## src/trxr_pkg.sv

```systemverilog
// Shared types, codes and constants of the table-lagged XOR generator.
// Holds the noise ROM, the index step rule and the queue entry type.
// No dependencies.
package trxr_pkg;

    localparam int unsigned WORD_W = 32;
    localparam int unsigned IDX_W  = 6;
    localparam int unsigned ROM_DEPTH = 64;

    // Request codes carried on s_tuser
    typedef enum logic [1:0] {
        OP_RESEED  = 2'd0,
        OP_RAW     = 2'd1,
        OP_BOUNDED = 2'd2,
        OP_NONE    = 2'd3
    } op_t;

    // Work kinds after classification in the front end
    typedef enum logic [1:0] {
        KIND_SEED    = 2'd0,
        KIND_RAW     = 2'd1,
        KIND_BOUNDED = 2'd2,
        KIND_EQUAL   = 2'd3
    } kind_t;

    // Index step-down amounts and wrap-up amounts
    localparam logic [IDX_W-1:0] STEP_FIRST  = 6'd7;
    localparam logic [IDX_W-1:0] STEP_SECOND = 6'd6;
    localparam logic [IDX_W-1:0] STEP_THIRD  = 6'd3;
    localparam logic [IDX_W-1:0] STEP_FOURTH = 6'd1;
    localparam logic [IDX_W-1:0] WRAP_FIRST  = 6'd54;
    localparam logic [IDX_W-1:0] WRAP_SECOND = 6'd53;
    localparam logic [IDX_W-1:0] WRAP_THIRD  = 6'd50;
    localparam logic [IDX_W-1:0] WRAP_FOURTH = 6'd46;

    // Seed moduli; the fourth index equals seed mod 47 since
    // seed + 17 * (seed / 47) == seed mod 47 (mod 64)
    localparam int unsigned MOD_FIRST  = 61;
    localparam int unsigned MOD_SECOND = 59;
    localparam int unsigned MOD_THIRD  = 53;
    localparam int unsigned MOD_FOURTH = 47;

    localparam logic [WORD_W-1:0] NOISE_ROM [ROM_DEPTH] = '{
        32'd2569475214, 32'd147303165,  32'd524216021,  32'd3663051766,
        32'd1783275637, 32'd4288134632, 32'd2679938014, 32'd1184991873,
        32'd1675823982, 32'd1567390326, 32'd3395933064, 32'd632899523,
        32'd1067625347, 32'd3128705446, 32'd26586341,   32'd3238645630,
        32'd1903190745, 32'd33938317,   32'd1424983844, 32'd808965318,
        32'd2076908496, 32'd3973637304, 32'd3702378057, 32'd3298076947,
        32'd229521807,  32'd249385496,  32'd2247490168, 32'd1840239192,
        32'd995340964,  32'd3192956241, 32'd301215228,  32'd4044789832,
        32'd1715330950, 32'd791561310,  32'd392890166,  32'd3058444683,
        32'd3881798114, 32'd3777079245, 32'd3982870861, 32'd597487358,
        32'd79134003,   32'd1076533918, 32'd4082831539, 32'd2451339138,
        32'd1461603872, 32'd2349232674, 32'd4218629223, 32'd3205153369,
        32'd217668729,  32'd1746016808, 32'd1108948084, 32'd4169449649,
        32'd2635460664, 32'd1866134112, 32'd2448134324, 32'd1630895901,
        32'd1443050074, 32'd2469119395, 32'd1128992640, 32'd1021356279,
        32'd644141462,  32'd1338787287, 32'd3051991240, 32'd3929134592
    };

    // One queue entry: word is the seed for a reseed and the low bound otherwise
    typedef struct packed {
        kind_t              kind;
        logic [WORD_W-1:0]  word;
        logic [WORD_W-1:0]  span;
        logic [IDX_W-1:0]   rem_first;
        logic [IDX_W-1:0]   rem_second;
        logic [IDX_W-1:0]   rem_third;
        logic [IDX_W-1:0]   rem_fourth;
    } q_item_t;

    function automatic logic [IDX_W-1:0] step_index(
        input logic [IDX_W-1:0] idx,
        input logic [IDX_W-1:0] down,
        input logic [IDX_W-1:0] wrap
    );
        if (idx >= down) begin
            return idx - down;
        end
        return idx + wrap;
    endfunction

endpackage

```

## src/trxr_queue.sv

```systemverilog
// Small FIFO of classified requests between the front and back ends.
// Depends on trxr_pkg for the entry type.
module trxr_queue import trxr_pkg::*; #(
    parameter int unsigned DEPTH = 4
) (
    input  logic    aclk,
    input  logic    aresetn,
    input  logic    push,
    input  q_item_t push_item,
    input  logic    pop,
    output logic    not_empty,
    output logic    full,
    output q_item_t head_item
);

    localparam int unsigned PTR_W = $clog2(DEPTH);
    localparam int unsigned CNT_W = $clog2(DEPTH + 1);

    q_item_t            mem [DEPTH];
    logic [PTR_W-1:0]   wr_ptr_reg, rd_ptr_reg;
    logic [CNT_W-1:0]   count_reg;

    function automatic logic [PTR_W-1:0] ptr_inc(input logic [PTR_W-1:0] p);
        return (p == PTR_W'(DEPTH - 1)) ? '0 : p + PTR_W'(1);
    endfunction

    always_ff @(posedge aclk) begin
        if (!aresetn) begin
            wr_ptr_reg <= '0;
            rd_ptr_reg <= '0;
            count_reg  <= '0;
        end else begin
            if (push) begin
                wr_ptr_reg <= ptr_inc(wr_ptr_reg);
            end
            if (pop) begin
                rd_ptr_reg <= ptr_inc(rd_ptr_reg);
            end
            if (push && !pop) begin
                count_reg <= count_reg + CNT_W'(1);
            end else if (pop && !push) begin
                count_reg <= count_reg - CNT_W'(1);
            end
        end
    end

    always_ff @(posedge aclk) begin
        if (push) begin
            mem[wr_ptr_reg] <= push_item;
        end
    end

    assign head_item = mem[rd_ptr_reg];
    assign not_empty = count_reg != '0;
    assign full      = count_reg == CNT_W'(DEPTH);

endmodule

```

## config.mk

```make
export PLATFORM = sky130hd
export DESIGN_NAME = trxr_queue
export DESIGN_NICKNAME = d
export VERILOG_FILES = /design/src/trxr_pkg.sv /design/src/trxr_queue.sv
export SDC_FILE = /design/constraint.sdc
export NUM_CORES = 1
export LEC_CHECK = 0
export BUFFER_PORTS_ARGS = -buffer_cell sky130_fd_sc_hd__clkbuf_2
export CORE_MARGIN = 2
export CORE_UTILIZATION = 50
export CTS_BUF_LIST = sky130_fd_sc_hd__clkbuf_8 sky130_fd_sc_hd__clkbuf_16
export DETAILED_ROUTE_END_ITERATION = 6
export GPL_TIMING_DRIVEN = 0
export MAX_ROUTING_LAYER = met4
export PLACE_DENSITY_LB_ADDON = 0.12
export SLEW_MARGIN = 20
export SYNTH_ARGS = -nofsm -noshare
export SYNTH_HDL_FRONTEND = slang
export SYNTH_SLANG_ARGS = --single-unit
```

## constraint.sdc

```tcl
create_clock -name aclk -period 4 [get_ports aclk]
set_input_delay 0.6 -clock aclk [delete_from_list [all_inputs] [get_ports aclk]]
set_output_delay 0.6 -clock aclk [all_outputs]
set_load 0.05 [all_outputs]
```

# Word-level counts from Yosys, hierarchy flattened
# Memories as Yosys holds them, arrays and structs flattened. A register that Yosys moved wholly into a read port is not among the register bits.
# Cells that the tools add are included.
# classes
add_sub_neg,4
eq_ne,3
muxes,8
reduce_logical,6
# op_table
op,count
$mux 2,4
$mux 3,2
$add 2x1->2 const B,2
$eq 2x2->1 const B,2
$add 3x1->3 const B,1
$eq 3x3->1 const B,1
$reduce_bool 3->1,1
$sub 3x1->3 const B,1
$logic_and 1x1->1,2
$logic_not 1->1,2
$mux 1,2
$reduce_bool 2->1,1
# word_totals
regBits,7
ramBits,360
word_cells,25
memories,1
# mem_list
memory,words,width,read_ports,rd_ports_with_merged_regs,wr,line,rtl
mem,4,90,1,1,1,trxr_queue.sv:19,q_item_t mem [DEPTH];

# Longest topological paths before layout
# depth
ltp_word,4
depth_mapped,7
depth_no_buf,7

# Worst setup path after synthesis
# No wires, ideal clock.
# synth_path
path_kind,input to register
startpoint,input push
endpoint,"memory mem[0][0] (netlist name), enable pin"
arrival_time_ps,2686
setup_slack_ps,856
path_stages,1
n_path_buf,0
cell_sequence,and2_1
# synth_via
elab_chain_len,2
# synth_rtl
item,line,rtl
from (decl),trxr_queue.sv:8,"input logic push,"
$mux 1,trxr_queue.sv:48,if (push) begin
$mux 1 (implied by the code),trxr_queue.sv:49,mem[wr_ptr_reg] <= push_item;
to (decl),trxr_queue.sv:19,
# No other way between the ends.

==> flow_summary.toml <==
[status]
outcome = "complete, no violations"

[sta]
max-slew-margin-rel_pct = 54.09
skew_ns = 0.009831
max_freq_mhz = 332.5
final_hold_viol_count = 0
setup_viol = 0
rsz0062_at_grt = "no"
slew_violations = 0
fin_setup_tns_ns = 0
fin_crit_sh_pct = 75.18
hold_ws_ns = 0.3086
worst_pin_slew_ns = 0.6887
fin_crit_ns = 3.007

[power]
combPwrFrac_pct = 12.9
pwr-share-clk_pct = 37.0
p_int_uw = 6754
vdd_drop_max_uv = 503.2
swShare_pct = 24.22
power.density_nw_per_um2 = 546.3
netSwitchingPower_uw = 2158
seqPwrFrac_pct = 50.1
p_leak_uw = 0.005621

[setup_path]
critical-path-top-delay-family = "buffers and inverters"
path_buf_inv = 3
worstSetupPathType = "flip-flop to output port"
cp-end-kind = "output port"
path_cells = "buf_1 > buf_2 > mux4_2 > clkbuf_2"
cp.arrival_ns = 2.41
cp.required_ns = 3.40
slowest_delay_ns = 0.53
critPathMaxFanout = 10
cpMaxStageDelayCell = "buf_1"
cp-start-kind = "flip-flop"
r2r_slack_ns = 2.43

[final_layout]
synthToLayoutAreaGrowth_pct = 20.51
final_nets = 848
nFillCells = 1866
instances_no_fill = 1117
largest_reg_flops = 360
drive_gt1_share_pct = 45.94

[grt]
use_met1_pct = 21.85
track_usage_pct = 17.47
antenna_found_initial = 1
use_met3_pct = 4.442
grt_pass1_vias = 6525
grt_pass1_wl_mm = 36.37
grt_max_degree = 45
top_usage_layer = "met2"
grt_overflow = 0
grt_use_met2_pct = 28.95

[clock_network]
ctsHoldBuffers = 0
cts_tree = "done"
ctsResizeCount = 0
cts_buffers = 38
clock_path_buffers = 3
post_cts_buffers = 0
clock_latency_ns = 0.51
cts_root_buf = "clkbuf_16"
clock-sinks = 369
clk_pin_slew_ns = 0.06
h-tree-depth = 2

[detailed_routing]
drc = 0
drt-total-wl_mm = 23.61
routed_via_density = 5.389
vias = 6019
drtIter0Drc = 505
ant_nets = 0
dr.pass1.iters = 4
wl_per_cell_um = 21.14

[placement]
gp_congestion = 0.7132
placedCellCount = 1048
hpwl_mm = 14.76
port_buffers = 185

[floorplanning]
start_util_pct = 50.51
die_x_um = 168.5
die_h_um = 168.5
io_pins = 186
placeableCoreArea_um2 = 26800
fp-row-count = 60
die_area_um2 = 28410

[synth]
ys_seq_area_share_pct = 81.19
syn_avg_cell_area_um2 = 26.34
syn-cell-area_um2 = 13540
synth_seq_cells = 369
synthesis.nets = 615
yosys.cell_types.count = 22
yosys_warnings = 0
synthCells = 514

[worst_hold_path]
hold_path_class = "input port to flip-flop"

[job]
maxCapViolCount = 0
[metal layers]
metal / up-vias / share of wire, %
met5: - / 0
met4: 0 / 1.7
met2: 170 / 51
li1: 2689 / -
met3: 39 / 6.8
met1: 3121 / 40
[area by class of cell]
type	count	area [um2]	share of cell area (%)
repair buffers	193	1146	7.026
well taps	341	426.7	2.615
diodes	1	2.502	0.01534
multi-input cells	121	2301	14.10
clock inverters	27	165.2	1.012
clock buffers	41	1026	6.289
plain buffers	20	240.2	1.473
inverters	4	15.01	0.09204
flip-flops and latches	369	10990	67.37
[power by group through the flow]
stage               clock network, uW  registers [uW]  logic [uW]
floorplan                           0            4550         837
global placement                    0            4570        1120
detailed placement                  0            4550        1170
CTS                              3380            4470        1170
global route                     3530            4480        1210
finish                           3300            4470        1150
[cell usage after synthesis]
| library cell | count | area, um2 |
|---|---|---|
| a21boi_0 | 1 | 7.510 |
| and2_1 | 5 | 31.28 |
| buf_1 | 1 | 3.750 |
| buf_12 | 9 | 180.2 |
| buf_2 | 9 | 45.04 |
| buf_6 | 1 | 11.26 |
| dfxtp_1 | 9 | 180.2 |
| edfxtp_1 | 360 | 10810 |
| fa_1 | 1 | 20.02 |
| ha_1 | 6 | 75.07 |
| inv_1 | 4 | 15.01 |
| mux2i_1 | 4 | 40.04 |
| mux4_2 | 90 | 2027 |
| nor2_1 | 1 | 3.750 |
| nor2b_1 | 5 | 31.28 |
| nor3_1 | 1 | 5.000 |
| nor3b_1 | 1 | 7.510 |
| o21a_1 | 1 | 7.510 |
| o21ai_0 | 1 | 5.000 |
| or3_1 | 2 | 12.51 |
| xnor2_1 | 1 | 8.760 |
| xor2_1 | 1 | 8.760 |
[cell families (layout without fill, tap and decap cells)]
| group | Yosys count | after routing | synth area share [%] |
|---|---|---|---|
| and+or+nand+nor | 15 | 15 | 0.6747 |
| DFF | 369 | 369 | 81.19 |
| adders and majority gates | 7 | 7 | 0.7025 |
| muxes | 94 | 94 | 15.27 |
| xor gates and xnor gates | 2 | 2 | 0.1294 |
| buffers and inverters | 24 | 285 | 1.885 |
| other | 0 | 1 | 0 |
| AOI/OAI and AO/OA | 3 | 3 | 0.1479 |
[placed cells by master, fill, tap and decap left out, types with 4 or more instances in the layout]
cell type / count
mux4_2: 90
dfxtp_1: 9
buf_16: 8
clkbuf_16: 41
clkinv_1: 11
buf_12: 9
and2_4: 4
edfxtp_1: 360
nor2b_1: 5
inv_1: 11
clkinv_2: 6
buf_2: 9
mux2i_1: 4
clkbuf_2: 185
ha_1: 6
[metrics by stage]
stage / total power [uW] / cell area [um2] / utilization, % / setup WS, ns
global route: 9223 / 16310 / 60.87 / 0.8652
CTS: 9022 / 16310 / 60.86 / 0.9053
global placement: 5684 / 14890 / 55.56 / -0.9659
detailed placement: 5717 / 15120 / 56.41 / 1.465
finish: 8912 / 16310 / 60.87 / 0.9929
floorplan: 5389 / 13540 / - / 0.8557
[path summary, 6_finish.rpt]
check / from / endpoint / depth (start not counted)
hold / removal: push_item[44] / mem[0][44] / 1
setup reg to reg: count_reg[0] / count_reg[2] / 4
setup / recovery: flip-flop / head_item[70] / 4
hold reg to reg: rd_ptr_reg[1] / flip-flop / 2
[worst reg2reg max path, delay by kind of cell, from the launching register on]
kind,cells,cell delay (ns)
and+or+nand+nor,1,0.31
adders and majority gates,1,0.45
AOI/OAI and AO/OA,1,0.21
xor gates and xnor gates,1,0.16
DFF,1,0.35
Note: power is estimated with default switching activity, not from simulation.
