File: config.mk
export PLATFORM = sky130hd
export DESIGN_NAME = trxr_back
export DESIGN_NICKNAME = d
export VERILOG_FILES = /design/src/trxr_pkg.sv /design/src/trxr_back.sv
export SDC_FILE = /design/constraint.sdc
export NUM_CORES = 2
export LEC_CHECK = 0
export ABC_AREA = 1
export ABC_CLOCK_PERIOD_IN_PS = 7500
export BUFFER_PORTS_ARGS = -buffer_cell sky130_fd_sc_hd__buf_2
export CAP_MARGIN = 25
export CORE_UTILIZATION = 30
export CTS_CLUSTER_DIAMETER = 200
export DETAILED_ROUTE_END_ITERATION = 8
export MAX_ROUTING_LAYER = met4
export PLACE_DENSITY = 0.46
export SLEW_MARGIN = 15
export SYNTH_ARGS = -nofsm -noshare
export SYNTH_HDL_FRONTEND = slang
export SYNTH_SLANG_ARGS = --single-unit
File: constraint.sdc
create_clock -name aclk -period 7.5 [get_ports aclk]
set_clock_uncertainty 0.1 [all_clocks]
set_input_delay 0.75 -clock aclk [delete_from_list [all_inputs] [get_ports aclk]]
set_output_delay 0.75 -clock aclk [all_outputs]
set_load 0.1 [all_outputs]
File: src/trxr_pkg.sv
// Shared types, codes and constants of the table-lagged XOR generator.
// Holds the noise ROM, the index step rule and the queue entry type.
// No dependencies.
package trxr_pkg;

    localparam int unsigned WORD_W = 32;
    localparam int unsigned IDX_W  = 6;
    localparam int unsigned ROM_DEPTH = 64;

    // Request codes carried on s_tuser
    typedef enum logic [1:0] {
        OP_RESEED  = 2'd0,
        OP_RAW     = 2'd1,
        OP_BOUNDED = 2'd2,
        OP_NONE    = 2'd3
    } op_t;

    // Work kinds after classification in the front end
    typedef enum logic [1:0] {
        KIND_SEED    = 2'd0,
        KIND_RAW     = 2'd1,
        KIND_BOUNDED = 2'd2,
        KIND_EQUAL   = 2'd3
    } kind_t;

    // Index step-down amounts and wrap-up amounts
    localparam logic [IDX_W-1:0] STEP_FIRST  = 6'd7;
    localparam logic [IDX_W-1:0] STEP_SECOND = 6'd6;
    localparam logic [IDX_W-1:0] STEP_THIRD  = 6'd3;
    localparam logic [IDX_W-1:0] STEP_FOURTH = 6'd1;
    localparam logic [IDX_W-1:0] WRAP_FIRST  = 6'd54;
    localparam logic [IDX_W-1:0] WRAP_SECOND = 6'd53;
    localparam logic [IDX_W-1:0] WRAP_THIRD  = 6'd50;
    localparam logic [IDX_W-1:0] WRAP_FOURTH = 6'd46;

    // Seed moduli; the fourth index equals seed mod 47 since
    // seed + 17 * (seed / 47) == seed mod 47 (mod 64)
    localparam int unsigned MOD_FIRST  = 61;
    localparam int unsigned MOD_SECOND = 59;
    localparam int unsigned MOD_THIRD  = 53;
    localparam int unsigned MOD_FOURTH = 47;

    localparam logic [WORD_W-1:0] NOISE_ROM [ROM_DEPTH] = '{
        32'd2569475214, 32'd147303165,  32'd524216021,  32'd3663051766,
        32'd1783275637, 32'd4288134632, 32'd2679938014, 32'd1184991873,
        32'd1675823982, 32'd1567390326, 32'd3395933064, 32'd632899523,
        32'd1067625347, 32'd3128705446, 32'd26586341,   32'd3238645630,
        32'd1903190745, 32'd33938317,   32'd1424983844, 32'd808965318,
        32'd2076908496, 32'd3973637304, 32'd3702378057, 32'd3298076947,
        32'd229521807,  32'd249385496,  32'd2247490168, 32'd1840239192,
        32'd995340964,  32'd3192956241, 32'd301215228,  32'd4044789832,
        32'd1715330950, 32'd791561310,  32'd392890166,  32'd3058444683,
        32'd3881798114, 32'd3777079245, 32'd3982870861, 32'd597487358,
        32'd79134003,   32'd1076533918, 32'd4082831539, 32'd2451339138,
        32'd1461603872, 32'd2349232674, 32'd4218629223, 32'd3205153369,
        32'd217668729,  32'd1746016808, 32'd1108948084, 32'd4169449649,
        32'd2635460664, 32'd1866134112, 32'd2448134324, 32'd1630895901,
        32'd1443050074, 32'd2469119395, 32'd1128992640, 32'd1021356279,
        32'd644141462,  32'd1338787287, 32'd3051991240, 32'd3929134592
    };

    // One queue entry: word is the seed for a reseed and the low bound otherwise
    typedef struct packed {
        kind_t              kind;
        logic [WORD_W-1:0]  word;
        logic [WORD_W-1:0]  span;
        logic [IDX_W-1:0]   rem_first;
        logic [IDX_W-1:0]   rem_second;
        logic [IDX_W-1:0]   rem_third;
        logic [IDX_W-1:0]   rem_fourth;
    } q_item_t;

    function automatic logic [IDX_W-1:0] step_index(
        input logic [IDX_W-1:0] idx,
        input logic [IDX_W-1:0] down,
        input logic [IDX_W-1:0] wrap
    );
        if (idx >= down) begin
            return idx - down;
        end
        return idx + wrap;
    endfunction

endpackage

File: src/trxr_back.sv
// Back end: holds generator state, runs the draw, scales bounded draws and
// drives the result register. Depends on trxr_pkg.
module trxr_back import trxr_pkg::*; (
    input  logic                aclk,
    input  logic                aresetn,
    input  logic                item_valid,
    input  q_item_t             item,
    output logic                item_pop,
    output logic                res_valid,
    input  logic                res_ready,
    output logic [WORD_W-1:0]   res_raw,
    output logic [WORD_W-1:0]   res_bounded
);

    logic                en;
    logic                take;
    logic [WORD_W-1:0]   acc_reg;
    logic [IDX_W-1:0]    idx_first_reg, idx_second_reg, idx_third_reg, idx_fourth_reg;
    logic [IDX_W-1:0]    idx_first_next, idx_second_next, idx_third_next, idx_fourth_next;
    logic [WORD_W-1:0]   w_first, w_second, w_third, w_fourth;
    logic [WORD_W-1:0]   mix;
    logic [WORD_W-1:0]   acc_next;

    logic                b1_valid_reg, b2_valid_reg, out_valid_reg;
    logic [WORD_W-1:0]   b1_raw_reg, b1_span_reg, b1_low_reg;
    logic                b1_pass_reg;
    logic [WORD_W-1:0]   b2_raw_reg, b2_low_reg;
    logic                b2_pass_reg;
    logic [2*WORD_W-1:0] b2_prod_reg;
    logic [WORD_W-1:0]   out_raw_reg, out_bounded_reg;

    // advance the whole back end unless the result is held
    assign en       = !out_valid_reg || res_ready;
    assign take     = en && item_valid;
    assign item_pop = take;

    assign idx_first_next  = step_index(idx_first_reg,  STEP_FIRST,  WRAP_FIRST);
    assign idx_second_next = step_index(idx_second_reg, STEP_SECOND, WRAP_SECOND);
    assign idx_third_next  = step_index(idx_third_reg,  STEP_THIRD,  WRAP_THIRD);
    assign idx_fourth_next = step_index(idx_fourth_reg, STEP_FOURTH, WRAP_FOURTH);

    assign w_first  = NOISE_ROM[idx_first_next];
    assign w_second = NOISE_ROM[idx_second_next];
    assign w_third  = NOISE_ROM[idx_third_next];
    assign w_fourth = NOISE_ROM[idx_fourth_next];

    assign mix = w_first
               ^ {w_second[28:0], w_second[31:29]}
               ^ {w_third[29:0],  w_third[31:30]}
               ^ {w_fourth[30:0], w_fourth[31]};

    assign acc_next = acc_reg + mix;

    // generator state
    always_ff @(posedge aclk) begin
        if (!aresetn) begin
            acc_reg        <= '0;
            idx_first_reg  <= '0;
            idx_second_reg <= '0;
            idx_third_reg  <= '0;
            idx_fourth_reg <= '0;
        end else if (take) begin
            unique case (item.kind)
                KIND_SEED: begin
                    acc_reg        <= item.word;
                    idx_first_reg  <= item.rem_first;
                    idx_second_reg <= item.rem_second;
                    idx_third_reg  <= item.rem_third;
                    idx_fourth_reg <= item.rem_fourth;
                end
                KIND_RAW, KIND_BOUNDED: begin
                    acc_reg        <= acc_next;
                    idx_first_reg  <= idx_first_next;
                    idx_second_reg <= idx_second_next;
                    idx_third_reg  <= idx_third_next;
                    idx_fourth_reg <= idx_fourth_next;
                end
                default: begin
                    // equal bounds leave state alone
                    acc_reg <= acc_reg;
                end
            endcase
        end
    end

    always_ff @(posedge aclk) begin
        if (!aresetn) begin
            b1_valid_reg  <= 1'b0;
            b2_valid_reg  <= 1'b0;
            out_valid_reg <= 1'b0;
        end else if (en) begin
            b1_valid_reg  <= take && (item.kind != KIND_SEED);
            b2_valid_reg  <= b1_valid_reg;
            out_valid_reg <= b2_valid_reg;
        end
    end

    always_ff @(posedge aclk) begin
        if (en) begin
            b1_low_reg  <= item.word;
            b1_pass_reg <= item.kind == KIND_RAW;
            unique case (item.kind)
                KIND_BOUNDED: begin
                    b1_raw_reg  <= acc_next;
                    b1_span_reg <= item.span;
                end
                KIND_RAW: begin
                    b1_raw_reg  <= acc_next;
                    b1_span_reg <= '0;
                end
                default: begin
                    // zero span yields the low bound
                    b1_raw_reg  <= '0;
                    b1_span_reg <= '0;
                end
            endcase

            b2_prod_reg <= (2*WORD_W)'(b1_span_reg) * (2*WORD_W)'(b1_raw_reg);
            b2_raw_reg  <= b1_raw_reg;
            b2_low_reg  <= b1_low_reg;
            b2_pass_reg <= b1_pass_reg;

            out_raw_reg     <= b2_raw_reg;
            out_bounded_reg <= b2_pass_reg ? b2_raw_reg
                                           : b2_low_reg + b2_prod_reg[2*WORD_W-1:WORD_W];
        end
    end

    assign res_valid   = out_valid_reg;
    assign res_raw     = out_raw_reg;
    assign res_bounded = out_bounded_reg;

endmodule

---- Word level (Yosys, flattened, before mapping) ----
Memory sizes are Yosys's and may differ from the RTL's.
Cells that the tools add are included.
storage, ports and cells
  memories kept ........................... 4
  output and inout port bits .............. 66
  ROM bits ................................ 8192
  word-level logic and storage cells ...... 85
  input port bits ......................... 94
  bits in registers ....................... 349
memories
  memory           words  bits a word  rd ports  clocked after Yosys merged registers in  wr ports  RTL line         RTL
  (no name shown)  64     32           1         0                                        0         trxr_back.sv:45  assign w_fourth = NOISE_ROM[idx_fourth_next];
  (no name shown)  64     32           1         0                                        0         trxr_back.sv:44  assign w_third = NOISE_ROM[idx_third_next];
  (no name shown)  64     32           1         0                                        0         trxr_back.sv:43  assign w_second = NOISE_ROM[idx_second_next];
  (no name shown)  64     32           1         0                                        0         trxr_back.sv:42  assign w_first = NOISE_ROM[idx_first_next];
operators by class
  reductions and logical operators ........ 9
  $mul .................................... 1
  equal/unequal tests ..................... 2
  magnitude comparators ................... 8
  mux-type cells .......................... 26
  add/subtract/negate cells ............... 10
  bitwise gates (word level) .............. 7
operators by type and width
  cell                                                 number
  2-to-1 mux 32 bit                                    9
  bitwise XOR 32 bit                                   3
  adder 32 bit                                         2
  multiplier 32 x 32 -> 64 bit                         1
  case mux 32 bit (2 select lines)                     1
  2-to-1 mux 6 bit                                     8
  case mux 6 bit (2 select lines)                      4
  >= comparator 7 bit, second input constant           4
  inverter 6 -> 7 bit                                  4
  adder 6 bit, second input constant                   4
  >= comparator 6 x 3 -> 1 bit, second input constant  2
  subtractor 6 x 3 -> 6 bit, second input constant     2
  >= comparator 6 x 1 -> 1 bit, second input constant  1
  >= comparator 6 x 2 -> 1 bit, second input constant  1
  subtractor 6 x 1 -> 6 bit, second input constant     1
  subtractor 6 x 2 -> 6 bit, second input constant     1
  2-to-1 mux 1 bit                                     4
  nonzero test 2 bit                                   2
  == test 2 x 1 -> 1 bit, second input constant        1
  == test 2 bit, second input constant                 1
  logical AND 1 bit                                    2
  zero test 2 bit                                      1
  AND reduction 2 bit                                  1
  OR reduction 2 bit                                   1
  other kinds (2)                                      2

---- Logic depth before layout (Yosys ltp) ----
  depth after elaboration ................. 12
  gate-level depth with buffers ........... 37
  mapped depth without buffers ............ 37

---- Least setup slack after synthesis ----
OpenSTA, ideal clock, no wires.
  path kind ............................... reg-to-reg
  start ................................... register b1_raw_reg[5]
  end ..................................... register b2_prod_reg[60], data pin
  cell stages (with the launch flop) ...... 25
  arrival time ............................ 6452 ps
  clock period less this slack ............ 6817 ps
  slack ................................... 683 ps
  path buffers ............................ 1
  library setup time ...................... 265 ps
  data required time ...................... 7135 ps
  path through ............................ edfxtp_1 clkbuf_1 nand2_1 fa_1 inv_1 fa_1 fa_1 inv_1 fa_1 inv_1 fa_1 fa_1 fa_1 inv_1 fa_1 inv_1 ha_1 nand2_1 nor2_1 inv_1 nor4_1 o21ai_0 nand3_1 a41oi_1 xor2_1
on the way
  cells in the longest elaborated chain, start to end .. 1
ends and longest elaborated chain
  element                       RTL line          RTL
  from (decl)                   trxr_back.sv:25   logic [WORD_W-1:0] b1_raw_reg, b1_span_reg, b1_low_reg;
  from (signal assigned)        trxr_back.sv:104  b1_raw_reg <= acc_next;
  from (signal assigned)        trxr_back.sv:108  b1_raw_reg <= acc_next;
  multiplier 32 x 32 -> 64 bit  trxr_back.sv:118  b2_prod_reg <= (2*WORD_W)'(b1_span_reg) * (2*WORD_W)'(b1_raw_reg);
  to (signal assigned)          trxr_back.sv:118
  to (decl)                     trxr_back.sv:29   logic [2*WORD_W-1:0] b2_prod_reg;
No other way between the ends.
A chain may end at the register's enable or synchronous reset.

---- Worst setup path after layout ----
  start ................................... register b1_raw_reg[11]
  end ..................................... register b2_prod_reg[57], data pin
Same word-level chain as after synthesis.

==> reports/results.ini <==
[sta]
relSlewSlack_pct = 27.30
layout_setup_ws_ns = 0.2297
setup-violations-final = 0
rsz0062_at_grt = true
whs_ns = 0.2293
max_freq_ghz = 0.1375
fin_crit_ns = 7.270
worst_pin_slew_ns = 1.090
maxSlewViolCount = 0
finalHoldViolCount = 0
finalCritPeriodShare_pct = 96.94

[place]
dp_hpwl_um = 210100
dpl.cell_count = 10924
gp_congestion = 0.9981
pre_cts_ws_ns = -0.1247
port_buffers = 159
placed_area_um2 = 66800

[yosys]
ys.flop_type = edfxtp_1
synth_nets = 9516
avgSynthCellArea_um2 = 7.491
yosysMostFrequentCell = nand2_1
ys_top_cells_by_area = fa_1 (29%), edfxtp_1 (13%), nand2_1 (13%), inv_1 (12%), ha_1 (8.2%)
yosys.area.top_type = fa_1
syn_inst = 8126
ys_top_cells_by_count = nand2_1 (2028), inv_1 (1891), fa_1 (897)
synth-edff-count = 258
ys_types = 75
synth_area_um2 = 60880
synth-seq-cells = 317
netlist.area_leader.share_pct = 29.50
yosysWarningCount = 0
ys_seq_area_share_pct = 14.67
async_flop_share_pct = 0

[worst_setup_path]
slowest_stage = fa_2
crit_arrival_ns = 7.53
crit_fanout = 21
slowest_delay_ns = 0.61
rr_endpoint = b2_prod_reg[57]
cp_common_cell = fa_1
rr_startpoint = b1_raw_reg[11]
regToRegSetupSlack_ns = 0.23
required_ns = 7.76
start_kind = flop
path_delay_family = adder cells
endpoint_kind = flop
path_buf_inv = 6
crit_chain = buf_12 -> nand2_1 -> inv_1 -> fa_1 -> inv_1 -> fa_1 -> fa_1 -> fa_1 -> inv_1 -> fa_2 -> fa_1 -> fa_1 -> fa_1 -> ha_1 -> a21oi_2 -> inv_1 -> a31oi_2 -> o21ai_0 -> a21oi_1 -> o21a_1 -> o21ai_2 -> buf_4 -> a21oi_1 -> xnor2_1
r2r_cells = 24
crit_type = reg2reg

[grt]
grt_max_degree = 176
grt_usage_pct = 25.65
first_global_vias = 56813
grt_first_pass_wirelength_um = 380300
antenna_found_initial = 9
gr-total-overflow = 0

[routing]
detailedRoute.firstIterationViolations = 4939
routed_via_density = 5.025
drtAntennaViolNets = 0
drc = 0
drt_wl_total_um = 257600
first_pass_iters = 7
num_vias = 55348
wire_per_inst_um = 23.39

[run_status]
status = complete, no violations

[cells_and_area]
fillCellCount = 21685
nNetsFinal = 9711
instances_no_fill = 11014
final_layout_size_suffix_gt1_share_pct = 9.408
post-route-cell-area_um2 = 68640
syn_to_final_growth_pct = 12.76

[clocking]
clk_pin_slew_ns = 0.07
cts.sinks = 317
clock-root-buffer = clkbuf_16
cts_tree = built
cts_buffer_depth = 3
cts_buffers = 42
cts_max_level = 2
insertion_delay_ns = 0.66
ctsHoldBuffers = 0

[floorplanning]
dieArea_um2 = 204700
core_area_um2 = 200700
io_pins = 160
fp-row-count = 164
dieWidth_um = 452.5
initial_core_util_pct = 30.33
dieHeight_um = 452.5

[worst_hold_path]
holdPathStages = 1
min_from = item[81]
hp-class = in2reg
min_to = b1_low_reg[25]

[job]
cap_violations = 0

cells in the final DEF (no fill, tap or decap), types with 9 or more instances in the layout:
cell type | synthesis | layout
o311ai_0 | 9 | 9
nor2_2 | 17 | 23
edfxtp_1 | 258 | 258
o22ai_1 | 23 | 23
nor3_1 | 52 | 51
a21oi_1 | 367 | 364
o211ai_1 | 75 | 75
o21ai_0 | 330 | 320
buf_12 | 0 | 61
a221oi_1 | 26 | 26
o21bai_1 | 10 | 10
nor2_1 | 342 | 336
nand2_1 | 2028 | 2028
buf_4 | 15 | 284
nor4_1 | 13 | 10
a31oi_1 | 67 | 64
clkbuf_16 | 0 | 42
buf_2 | 63 | 159
a21o_1 | 14 | 14
nand2_2 | 25 | 25
ha_1 | 399 | 386
dfxtp_1 | 59 | 59
xnor2_1 | 52 | 51
or2_2 | 28 | 28
buf_6 | 18 | 12
o21a_1 | 21 | 21
o31ai_1 | 25 | 25
a211oi_1 | 9 | 9
o21ai_1 | 71 | 77
fa_1 | 897 | 890
inv_1 | 1891 | 1889
nand3_1 | 363 | 362
xor2_1 | 83 | 79
o221ai_1 | 38 | 38
nand4_1 | 37 | 37
inv_2 | 29 | 30
worst register-to-register path, delay by kind of cell (launching register included):
family / cells / cell delay [ns]
adders and majority gates: 9 / 4.48
and+or+nand+nor: 1 / 0.10
AOI/OAI and AO/OA: 7 / 1.14
xor gates and xnor gates: 1 / 0.15
DFF: 1 / 0.43
buffers and inverters: 6 / 0.56
cells by family (layout without fill, tap and decap cells):
group           count (synthesis)  count (layout)  share of synthesized area (%)
buf+inv                      2295            2524                          14.63
xor+xnor                      140             140                          2.113
compound gates               1145            1145                          11.12
simple gates                 2933            2933                          19.77
other cells                     0               3                              0
flops                         317             317                          14.67
fa+ha+maj                    1296            1296                          37.70
cell type report:
class / count / area, um^2 / area share [%]
multi-input cells: 5514 / 43340 / 63.14
clock buffers: 52 / 1109 / 1.615
flip-flops and latches: 317 / 8929 / 13.01
clock inverters: 26 / 316.6 / 0.4612
repair buffers: 521 / 4372 / 6.369
well taps: 2656 / 3323 / 4.841
inverters: 1925 / 7242 / 10.55
diodes: 3 / 7.507 / 0.01094
metal layers:
metal,part of all wire [%],up-vias,global-route usage [%]
li1,-,25377,-
met1,42,27755,32.52
met2,48,1826,42.53
met3,4.6,390,1.788
met4,4.6,0,10.11
met5,0,-,-
per-stage QoR:
step                      setup TNS, ns  utilization [%]
after floorplan                       0                -
after global placement          -0.1806            33.27
after detailed placement        -0.3102            33.29
after CTS                             0            34.03
after global routing           -0.03211            34.20
final                                 0            34.20
repair_timing:
| action | in CTS | in global routing |
|---|---|---|
| setup buffers | 1 | 8 |
| gates resized for setup | 9 | 67 |
| endpoints found under the setup margin | 10 | 28 |
| pin swaps | 0 | 7 |
worst max path at each step:
stage	startpoint	to	slack (ns)	cells after the start
after floorplan	b1_raw_reg[5]	b2_prod_reg[60]	0.68	24
after global placement	b1_span_reg[20]	b2_prod_reg[54]	-0.08	26
after detailed placement	b1_span_reg[20]	b2_prod_reg[35]	-0.12	27
after CTS	b1_raw_reg[17]	b2_prod_reg[50]	0.01	26
after global routing	b1_raw_reg[11]	b2_prod_reg[54]	-0.03	30
final	b1_raw_reg[11]	b2_prod_reg[57]	0.23	24
Power is not shown: default switching activity piles up to over one toggle a cycle in this logic, so the estimate is an artifact.
