$ cat src/trxr_pkg.sv
// Shared types, codes and constants of the table-lagged XOR generator.
// Holds the noise ROM, the index step rule and the queue entry type.
// No dependencies.
package trxr_pkg;

    localparam int unsigned WORD_W = 32;
    localparam int unsigned IDX_W  = 6;
    localparam int unsigned ROM_DEPTH = 64;

    // Request codes carried on s_tuser
    typedef enum logic [1:0] {
        OP_RESEED  = 2'd0,
        OP_RAW     = 2'd1,
        OP_BOUNDED = 2'd2,
        OP_NONE    = 2'd3
    } op_t;

    // Work kinds after classification in the front end
    typedef enum logic [1:0] {
        KIND_SEED    = 2'd0,
        KIND_RAW     = 2'd1,
        KIND_BOUNDED = 2'd2,
        KIND_EQUAL   = 2'd3
    } kind_t;

    // Index step-down amounts and wrap-up amounts
    localparam logic [IDX_W-1:0] STEP_FIRST  = 6'd7;
    localparam logic [IDX_W-1:0] STEP_SECOND = 6'd6;
    localparam logic [IDX_W-1:0] STEP_THIRD  = 6'd3;
    localparam logic [IDX_W-1:0] STEP_FOURTH = 6'd1;
    localparam logic [IDX_W-1:0] WRAP_FIRST  = 6'd54;
    localparam logic [IDX_W-1:0] WRAP_SECOND = 6'd53;
    localparam logic [IDX_W-1:0] WRAP_THIRD  = 6'd50;
    localparam logic [IDX_W-1:0] WRAP_FOURTH = 6'd46;

    // Seed moduli; the fourth index equals seed mod 47 since
    // seed + 17 * (seed / 47) == seed mod 47 (mod 64)
    localparam int unsigned MOD_FIRST  = 61;
    localparam int unsigned MOD_SECOND = 59;
    localparam int unsigned MOD_THIRD  = 53;
    localparam int unsigned MOD_FOURTH = 47;

    localparam logic [WORD_W-1:0] NOISE_ROM [ROM_DEPTH] = '{
        32'd2569475214, 32'd147303165,  32'd524216021,  32'd3663051766,
        32'd1783275637, 32'd4288134632, 32'd2679938014, 32'd1184991873,
        32'd1675823982, 32'd1567390326, 32'd3395933064, 32'd632899523,
        32'd1067625347, 32'd3128705446, 32'd26586341,   32'd3238645630,
        32'd1903190745, 32'd33938317,   32'd1424983844, 32'd808965318,
        32'd2076908496, 32'd3973637304, 32'd3702378057, 32'd3298076947,
        32'd229521807,  32'd249385496,  32'd2247490168, 32'd1840239192,
        32'd995340964,  32'd3192956241, 32'd301215228,  32'd4044789832,
        32'd1715330950, 32'd791561310,  32'd392890166,  32'd3058444683,
        32'd3881798114, 32'd3777079245, 32'd3982870861, 32'd597487358,
        32'd79134003,   32'd1076533918, 32'd4082831539, 32'd2451339138,
        32'd1461603872, 32'd2349232674, 32'd4218629223, 32'd3205153369,
        32'd217668729,  32'd1746016808, 32'd1108948084, 32'd4169449649,
        32'd2635460664, 32'd1866134112, 32'd2448134324, 32'd1630895901,
        32'd1443050074, 32'd2469119395, 32'd1128992640, 32'd1021356279,
        32'd644141462,  32'd1338787287, 32'd3051991240, 32'd3929134592
    };

    // One queue entry: word is the seed for a reseed and the low bound otherwise
    typedef struct packed {
        kind_t              kind;
        logic [WORD_W-1:0]  word;
        logic [WORD_W-1:0]  span;
        logic [IDX_W-1:0]   rem_first;
        logic [IDX_W-1:0]   rem_second;
        logic [IDX_W-1:0]   rem_third;
        logic [IDX_W-1:0]   rem_fourth;
    } q_item_t;

    function automatic logic [IDX_W-1:0] step_index(
        input logic [IDX_W-1:0] idx,
        input logic [IDX_W-1:0] down,
        input logic [IDX_W-1:0] wrap
    );
        if (idx >= down) begin
            return idx - down;
        end
        return idx + wrap;
    endfunction

endpackage

$ cat src/trxr_mod_lane.sv
// Three-stage remainder of a 32-bit word by a small constant modulus.
// Folds bytes by their weights, then divides by reciprocal multiply.
// Depends on trxr_pkg.
module trxr_mod_lane import trxr_pkg::*; #(
    parameter int unsigned MODULUS = 61
) (
    input  logic                aclk,
    input  logic                en,
    input  logic [WORD_W-1:0]   value_in,
    output logic [IDX_W-1:0]    rem_out
);

    localparam int unsigned SUM_W  = 16;
    localparam int unsigned SHIFT  = 22;
    localparam int unsigned PROD_W = 33;
    localparam int unsigned QUOT_W = PROD_W - SHIFT;
    localparam logic [SUM_W-1:0] W8  = SUM_W'(256 % MODULUS);
    localparam logic [SUM_W-1:0] W16 = SUM_W'((256 * (256 % MODULUS)) % MODULUS);
    localparam logic [SUM_W-1:0] W24 =
        SUM_W'((256 * ((256 * (256 % MODULUS)) % MODULUS)) % MODULUS);
    localparam logic [PROD_W-1:0] RECIP =
        PROD_W'(((64'd1 << SHIFT) + 64'(MODULUS) - 64'd1) / 64'(MODULUS));
    localparam logic [SUM_W-1:0] MOD_C = SUM_W'(MODULUS);

    logic [SUM_W-1:0]  sum_next;
    logic [SUM_W-1:0]  sum_reg;
    logic [SUM_W-1:0]  sum2_reg;
    logic [PROD_W-1:0] prod_reg;
    logic [QUOT_W-1:0] quot;
    logic [SUM_W-1:0]  rem_next;
    logic [IDX_W-1:0]  rem_reg;

    // Byte weights are 2^(8k) mod m, so the sum keeps the remainder
    assign sum_next = {8'd0, value_in[7:0]}
                    + {8'd0, value_in[15:8]}  * W8
                    + {8'd0, value_in[23:16]} * W16
                    + {8'd0, value_in[31:24]} * W24;

    assign quot     = prod_reg[PROD_W-1:SHIFT];
    assign rem_next = sum2_reg - SUM_W'(quot) * MOD_C;

    always_ff @(posedge aclk) begin
        if (en) begin
            sum_reg  <= sum_next;
            prod_reg <= PROD_W'(sum_reg) * RECIP;
            sum2_reg <= sum_reg;
            rem_reg  <= rem_next[IDX_W-1:0];
        end
    end

    assign rem_out = rem_reg;

endmodule

$ cat src/trxr_front.sv
// Front end: accepts requests, classifies them, forms the bounded span and
// derives the seed indices in a three-stage pipeline. Depends on trxr_pkg.
module trxr_front import trxr_pkg::*; (
    input  logic                aclk,
    input  logic                aresetn,
    input  logic                en,
    input  logic                in_valid,
    input  logic [1:0]          in_op,
    input  logic [WORD_W-1:0]   in_seed,
    input  logic [WORD_W-1:0]   in_low,
    input  logic [WORD_W-1:0]   in_high,
    output logic                out_valid,
    output q_item_t             out_item
);

    op_t              op;
    logic             lo_le_hi;
    logic [WORD_W-1:0] diff;
    q_item_t          f1_next;
    logic             f1_valid_next;
    q_item_t          f1_reg, f2_reg, f3_reg;
    logic             f1_valid_reg, f2_valid_reg, f3_valid_reg;
    logic [IDX_W-1:0] rem_first, rem_second, rem_third, rem_fourth;

    assign op       = op_t'(in_op);
    assign lo_le_hi = $signed(in_low) <= $signed(in_high);
    assign diff     = lo_le_hi ? (in_high - in_low) : (in_low - in_high);

    always_comb begin
        f1_next            = '0;
        f1_next.span       = diff + WORD_W'(1);
        f1_next.word       = in_low;
        f1_valid_next      = in_valid;
        unique case (op)
            OP_RESEED: begin
                f1_next.kind = KIND_SEED;
                f1_next.word = in_seed;
            end
            OP_RAW: begin
                f1_next.kind = KIND_RAW;
            end
            OP_BOUNDED: begin
                f1_next.kind = (in_low == in_high) ? KIND_EQUAL : KIND_BOUNDED;
            end
            default: begin
                // drop unused code
                f1_next.kind  = KIND_RAW;
                f1_valid_next = 1'b0;
            end
        endcase
    end

    always_ff @(posedge aclk) begin
        if (!aresetn) begin
            f1_valid_reg <= 1'b0;
            f2_valid_reg <= 1'b0;
            f3_valid_reg <= 1'b0;
        end else if (en) begin
            f1_valid_reg <= f1_valid_next;
            f2_valid_reg <= f1_valid_reg;
            f3_valid_reg <= f2_valid_reg;
        end
    end

    always_ff @(posedge aclk) begin
        if (en) begin
            f1_reg <= f1_next;
            f2_reg <= f1_reg;
            f3_reg <= f2_reg;
        end
    end

    trxr_mod_lane #(.MODULUS(MOD_FIRST)) u_lane_first (
        .aclk(aclk), .en(en), .value_in(in_seed), .rem_out(rem_first)
    );
    trxr_mod_lane #(.MODULUS(MOD_SECOND)) u_lane_second (
        .aclk(aclk), .en(en), .value_in(in_seed), .rem_out(rem_second)
    );
    trxr_mod_lane #(.MODULUS(MOD_THIRD)) u_lane_third (
        .aclk(aclk), .en(en), .value_in(in_seed), .rem_out(rem_third)
    );
    trxr_mod_lane #(.MODULUS(MOD_FOURTH)) u_lane_fourth (
        .aclk(aclk), .en(en), .value_in(in_seed), .rem_out(rem_fourth)
    );

    always_comb begin
        out_item            = f3_reg;
        out_item.rem_first  = rem_first;
        out_item.rem_second = rem_second;
        out_item.rem_third  = rem_third;
        out_item.rem_fourth = rem_fourth;
    end

    assign out_valid = f3_valid_reg;

endmodule

$ cat config.mk
export PLATFORM = sky130hd
export DESIGN_NAME = trxr_front
export DESIGN_NICKNAME = d
export VERILOG_FILES = /design/src/trxr_pkg.sv /design/src/trxr_mod_lane.sv /design/src/trxr_front.sv
export SDC_FILE = /design/constraint.sdc
export NUM_CORES = 2
export LEC_CHECK = 0
export BUFFER_PORTS_ARGS = -buffer_cell sky130_fd_sc_hd__buf_2
export CAP_MARGIN = 20
export CELL_PAD_IN_SITES_DETAIL_PLACEMENT = 1
export CELL_PAD_IN_SITES_GLOBAL_PLACEMENT = 1
export CORE_MARGIN = 5
export CORE_UTILIZATION = 47
export CTS_BUF_LIST = sky130_fd_sc_hd__clkbuf_8 sky130_fd_sc_hd__clkbuf_16
export DETAILED_ROUTE_END_ITERATION = 10
export PLACE_DENSITY_LB_ADDON = 0.1
export REMOVE_ABC_BUFFERS = 1
export SLEW_MARGIN = 10
export SYNTH_ARGS = -nofsm -noshare
export SYNTH_HDL_FRONTEND = slang
export SYNTH_HIERARCHICAL = 1
export SYNTH_SLANG_ARGS = --single-unit
$ cat constraint.sdc
create_clock -name aclk -period 6.43 [get_ports aclk]
set_clock_uncertainty 0.05 [all_clocks]
set_input_delay 0.9645 -clock aclk [delete_from_list [all_inputs] [get_ports aclk]]
set_output_delay 0.9645 -clock aclk [all_outputs]
set_load 0.03 [all_outputs]
Word level (Yosys, flattened, before mapping)
Cells that the tools add are included.
{"block": "word_totals", "reg_bits": 440, "input_bits": 102, "elab_cells": 77}
{"block": "op_classes", "add_sub_neg": 19, "multipliers": 19, "magnitude_cmp": 1, "n_eq_ne": 3, "muxes": 5, "reduce_logical": 2}
{"cell": "adder 16 x 13 -> 16 bit", "n": 4}
{"cell": "multiplier 16 x 16 -> 32 bit, second input constant", "n": 2}
{"cell": "two-way mux 32 bit", "n": 2}
{"cell": "subtractor 32 bit", "n": 2}
{"cell": "multiplier 8 x 4 -> 12 bit, second input constant", "n": 4}
{"cell": "multiplier 11 x 6 -> 6 bit, second input constant", "n": 4}
{"cell": "multiplier 16 x 17 -> 33 bit, second input constant", "n": 1}
{"cell": "multiplier 8 x 3 -> 11 bit, second input constant", "n": 3}
{"cell": "adder 16 x 14 -> 16 bit", "n": 2}
{"cell": "adder 32 x 1 -> 32 bit, second input constant", "n": 1}
{"cell": "== test 32 bit", "n": 1}
{"cell": "less-or-equal comparator 32 bit", "n": 1}
{"cell": "multiplier 16 x 14 -> 30 bit, second input constant", "n": 1}
{"cell": "adder 8 x 13 -> 14 bit", "n": 2}
{"cell": "multiplier 8 x 5 -> 13 bit, second input constant", "n": 2}
{"cell": "subtractor 6 bit", "n": 4}
{"cell": "adder 16 x 12 -> 16 bit", "n": 1}
{"cell": "adder 16 x 9 -> 16 bit", "n": 1}
{"cell": "adder 8 x 14 -> 15 bit", "n": 1}
{"cell": "multiplier 8 x 6 -> 14 bit, second input constant", "n": 1}
{"cell": "adder 8 x 12 -> 13 bit", "n": 1}
{"cell": "multiplier 8 x 2 -> 10 bit, second input constant", "n": 1}
{"cell": "case mux 2 bit (2 select lines)", "n": 1}
{"cell": "OR reduction 3 bit", "n": 1}
{"cell": "other kinds (4)", "n": 5}

Longest topological paths before layout
{"block": "depth", "ltp_word": 4, "ltp_mapped": 24, "ltp_nobuf": 24}

Hierarchy
Netlist, hierarchy kept.
{"module": "trxr_front", "n_inst": 1, "cells_per_inst": 996, "area_per_inst_um2": 11395.9, "seq_area_each_um2": 6005.8}
{"module": "trxr_mod_lane (u_lane_second)", "n_inst": 1, "cells_per_inst": 840, "area_per_inst_um2": 8389.3, "seq_area_each_um2": 1021.0}
{"module": "trxr_mod_lane (u_lane_third)", "n_inst": 1, "cells_per_inst": 706, "area_per_inst_um2": 7390.8, "seq_area_each_um2": 1021.0}
{"module": "trxr_mod_lane (u_lane_fourth)", "n_inst": 1, "cells_per_inst": 680, "area_per_inst_um2": 7149.4, "seq_area_each_um2": 991.0}
{"module": "trxr_mod_lane (u_lane_first)", "n_inst": 1, "cells_per_inst": 594, "area_per_inst_um2": 6095.8, "seq_area_each_um2": 991.0}

Worst setup path before layout
No wires, ideal clock.
{"block": "synth_path", "kind": "input to register", "from": "input in_seed[16]", "to": "register u_lane_second.sum_reg[13] (data pin)", "setup_ns": 0.263, "t_arrival_ns": 6.304, "slack_ns": -0.186, "cell_stages": 24, "n_path_buf": 0, "cell_sequence": "ha_1 -> ha_1 -> inv_1 -> fa_1 -> inv_1 -> ha_1 -> nor2b_1 -> o21ai_0 -> nand2_1 -> xnor2_1 -> fa_1 -> inv_1 -> fa_1 -> fa_1 -> inv_1 -> fa_1 -> inv_1 -> ha_1 -> or2_2 -> o31ai_1 -> a21oi_1 -> a41o_1 -> o41ai_2 -> xnor2_1"}
{"block": "synth_between", "elab_chain_len": 3}
{"element": "start: declaration", "line": "trxr_front.sv:9", "rtl": "input logic [WORD_W-1:0] in_seed,"}
{"element": "multiplier 8 x 5 -> 13 bit", "line": "trxr_mod_lane.sv:36", "rtl": "+ {8'd0, value_in[23:16]} * W16"}
{"element": "adder 16 x 14 -> 16 bit", "line": "trxr_mod_lane.sv:36"}
{"element": "adder 16 x 14 -> 16 bit", "line": "trxr_mod_lane.sv:37", "rtl": "+ {8'd0, value_in[31:24]} * W24;"}
{"element": "via u_lane_second.sum_next[13]", "line": "trxr_mod_lane.sv:25", "rtl": "logic [SUM_W-1:0] sum_next;"}
{"element": "end signal: assignment", "line": "trxr_mod_lane.sv:44", "rtl": "sum_reg <= sum_next;"}
{"element": "end: declaration", "line": "trxr_mod_lane.sv:26", "rtl": "logic [SUM_W-1:0] sum_reg;"}
The timed path passes the listed nets, and every way through them passes these cells.
A chain may end at the register's enable or synchronous reset.

Final worst setup path
{"block": "layout_path", "from": "input in_seed[19]", "to": "register u_lane_second.sum_reg[13] (data pin)"}
The elaborated chain is that of the path after synthesis.

==> summary.txt <==
Critical path
  • Crit path launch: in_seed[19]
  • Critical Path AT: 6.53 ns
  • Worst setup path end: u_lane_second/sum_reg[13]$_DFFE_PP_
  • Critical path cell sequence: buf_2, buf_4, buf_4, ha_1, fa_1, inv_1, fa_1, inv_1, ha_1, buf_4, xnor2_2, ha_1, fa_1, fa_1, inv_1, fa_1, inv_1, ha_1, buf_4, a41o_1, o41ai_2, xnor2_1
  • CP Launch Type: input port
  • CP bufs+invs: 9
  • Kind of critical path: in2reg
  • Levels on crit path: 22
  • Worst-path maximum fanout: 11
  • R2R Path End: u_lane_fourth/prod_reg[27]$_DFFE_PP_
  • FF-to-FF setup slack: 0.53 ns
  • FF-to-FF Start: u_lane_fourth/sum_reg[6]$_DFFE_PP_
  • Crit end category: flop
  • CP max stage cell: fa_1
  • Delay-heaviest family, CP: adder cells
  • Reg2Reg Depth: 19
  • Largest stage delay on the critical path: 0.53 ns
  • Most numerous cell on the critical path: fa_1
  • Worst Path Required: 6.71 ns

Routing
  • Drt total wl: 101400 um
  • TritonRoute pass-1 iters: 5
  • Iteration-0 DRC Markers: 1125
  • Detailed-route DRC error count: 0
  • Via density: 5.223
  • Routed length per instance: 19.20 um
  • Via count: 27580
  • Antenna viol nets, final: 0

Placement
  • Final HPWL DP: 83330 um
  • IO buf count: 192
  • Routability cong.: 0.8907
  • Pre-CTS setup slack: -0.6739 ns

Global routing
  • Grt ovf: 0
  • Initial antenna violation count: 14
  • First-pass GRT wire length: 162400 um
  • GRT Util Overall: 0.2241
  • Largest net degree at the start of global routing: 152
  • Number of global-route vias before repair: 30020

Clock tree
  • # hold bufs at CTS: 0
  • CTS tree: yes
  • CTS Buffer Depth: 3
  • Skew-Pair Late Insertion Delay: 0.59 ns
  • # H-tree levels: 2
  • CTS Sinks: 335
  • CTS Buf Count: 41
  • Clk slew on worst S/H paths: 0.06 ns
  • Root Buffer: clkbuf_16

Timing
  • Slew HR: 0.2269
  • Worst Tran Pin Value: 1.130 ns
  • Final hold viol count: 0
  • Fin crit share: 0.9725
  • # setup viols final: 0
  • Fmax: 159.9 MHz
  • Tmin final: 6.253 ns
  • Final Max Slew Viols: 0
  • Worst setup margin: 0.1770 ns

Final layout
  • Layout cells sized above 1: 0.1104
  • # fillers: 9528
  • Final Net Count: 5392
  • Most frequent cells in the layout: inv_1 (910), ha_1 (804), fa_1 (381), edfxtp_1 (332), buf_2 (190)
  • Most common cell after layout, fill and taps aside: inv_1
  • Area Growth Syn to Fin: 10.71%

Synth
  • Synth warn: 6
  • Top-area cell type share of the netlist area: 0.2504
  • Yosys reg bits: 335
  • Top FF cell, synth: edfxtp_1
  • Leading post-synthesis cells by cell area: ha_1 (25%), edfxtp_1 (25%), fa_1 (19%)
  • Sequential fraction of the synthesis area: 0.2481
  • Yosys cell types: 111
  • Synth Instances: 3816
  • Synth async-reset ratio: 0
  • Cell Area, Synth: 40420 um2
  • Average size of a mapped cell: 10.59 um2
  • Synth area leader: ha_1
  • Post-synth EDFFs: 332

Outcome
  • Outcome: complete, no violations

Floorplanning
  • Starting Density: 0.4740
  • CORE AREA: 85280 um2
  • Num ports: 193
  • Die H: 303.3 um
  • Die ar.: 91970 um2
  • Die Wd: 303.3 um
  • # rows: 107

Min path
  • Min-Delay Path Class: reg2reg

Run
  • Max-Cap Viols: 0
-- stage by stage --
step                hold WS (ns)  setup TNS (ns)  utilization  instance area, um2  std cells
finish                    0.3668               0       0.5247               44750       5280
floorplan                 0.3503         -0.3548            -               40140       3771
detailed placement        0.3556          -3.911       0.5073               43260       5200
CTS                       0.3683               0       0.5227               44580       5272
global placement          0.3505          -3.293       0.5073               43260       5200
global route              0.3682       -0.005991       0.5246               44740       5275
-- how the worst min path moves through the flow --
stage,start,cells after the start,slack (ns),end
after floorplan,f1_reg[24]$_DFFE_PP_,0,0.35,f2_reg[24]$_DFFE_PP_
after global placement,f2_reg[61]$_DFFE_PP_,0,0.35,out_item[61]$_DFFE_PP_
after detailed placement,f1_reg[29]$_DFFE_PP_,0,0.36,f2_reg[29]$_DFFE_PP_
after CTS,f2_reg[51]$_DFFE_PP_,0,0.37,out_item[51]$_DFFE_PP_
after global routing,f1_reg[68]$_DFFE_PP_,0,0.37,f2_reg[68]$_DFFE_PP_
final,f2_reg[51]$_DFFE_PP_,0,0.37,out_item[51]$_DFFE_PP_
-- metal layers --
metal / share of wire / vias up / wire [um] / global-route usage
met2: 0.48 / 373 / 48160 / 0.3821
li1: - / 13340 / - / -
met3: 0.044 / 102 / 4453 / 0.03531
met5: 0.00061 / - / 62 / 0
met1: 0.46 / 13750 / 46940 / 0.3075
met4: 0.017 / 12 / 1774 / 0.04044
-- synthesized netlist by cell type, drive strengths merged (5+ instances only) --
cell type,count
o211ai,23
nand3,39
a21oi,165
o21ai,121
inv,906
o21bai,21
nor3,37
o221ai,6
nand2,142
or3,15
mux2i,15
nor2,102
a31oi,13
a21boi,10
xor2,56
o31a,6
and4,8
xnor2,184
nand4,30
a211oi,21
o21a,32
nor2b,26
a21o,72
a2111oi,11
a311oi,5
a221oi,7
clkbuf,11
o31ai,8
nor4,11
or2,15
edfxtp,332
a211o,8
nand2b,26
nor4b,5
ha,809
and2,15
buf,34
fa,381
and3,9
-- layout make-up --
class | instances | area, um2 | share of cell area
multi-input combinational | 2530 | 26860 | 0.6002
inverter | 906 | 3401 | 0.07599
tap | 1144 | 1431 | 0.03199
sequential | 335 | 10030 | 0.2241
clock buffer | 45 | 1092 | 0.02441
antenna | 7 | 17.52 | 0.0003914
clock inverter | 27 | 225.2 | 0.005033
timing repair buffer | 286 | 1695 | 0.03789
-- cell families (layout without fill, tap and decap cells) --
group,Yosys count,in the layout,share of synthesized area
fa+ha+maj,1190,1190,0.4391
buf+inv,951,1264,0.09107
compound gates,579,579,0.09877
simple gates,503,503,0.06637
flops,335,335,0.2481
xor+xnor,240,240,0.05200
mux,18,18,0.004550
other cells,0,7,0
-- repair_timing --
| action | 4_1_cts | 5_1_grt |
|---|---|---|
| setup buffers | 0 | 1 |
| pin swaps | 0 | 11 |
| endpoints found under the setup margin | 3 | 6 |
| resized for setup | 2 | 26 |
Power is left out: the tool's default activity adds up to more than one toggle a clock period on the data nets, which glitch-free logic cannot reach.
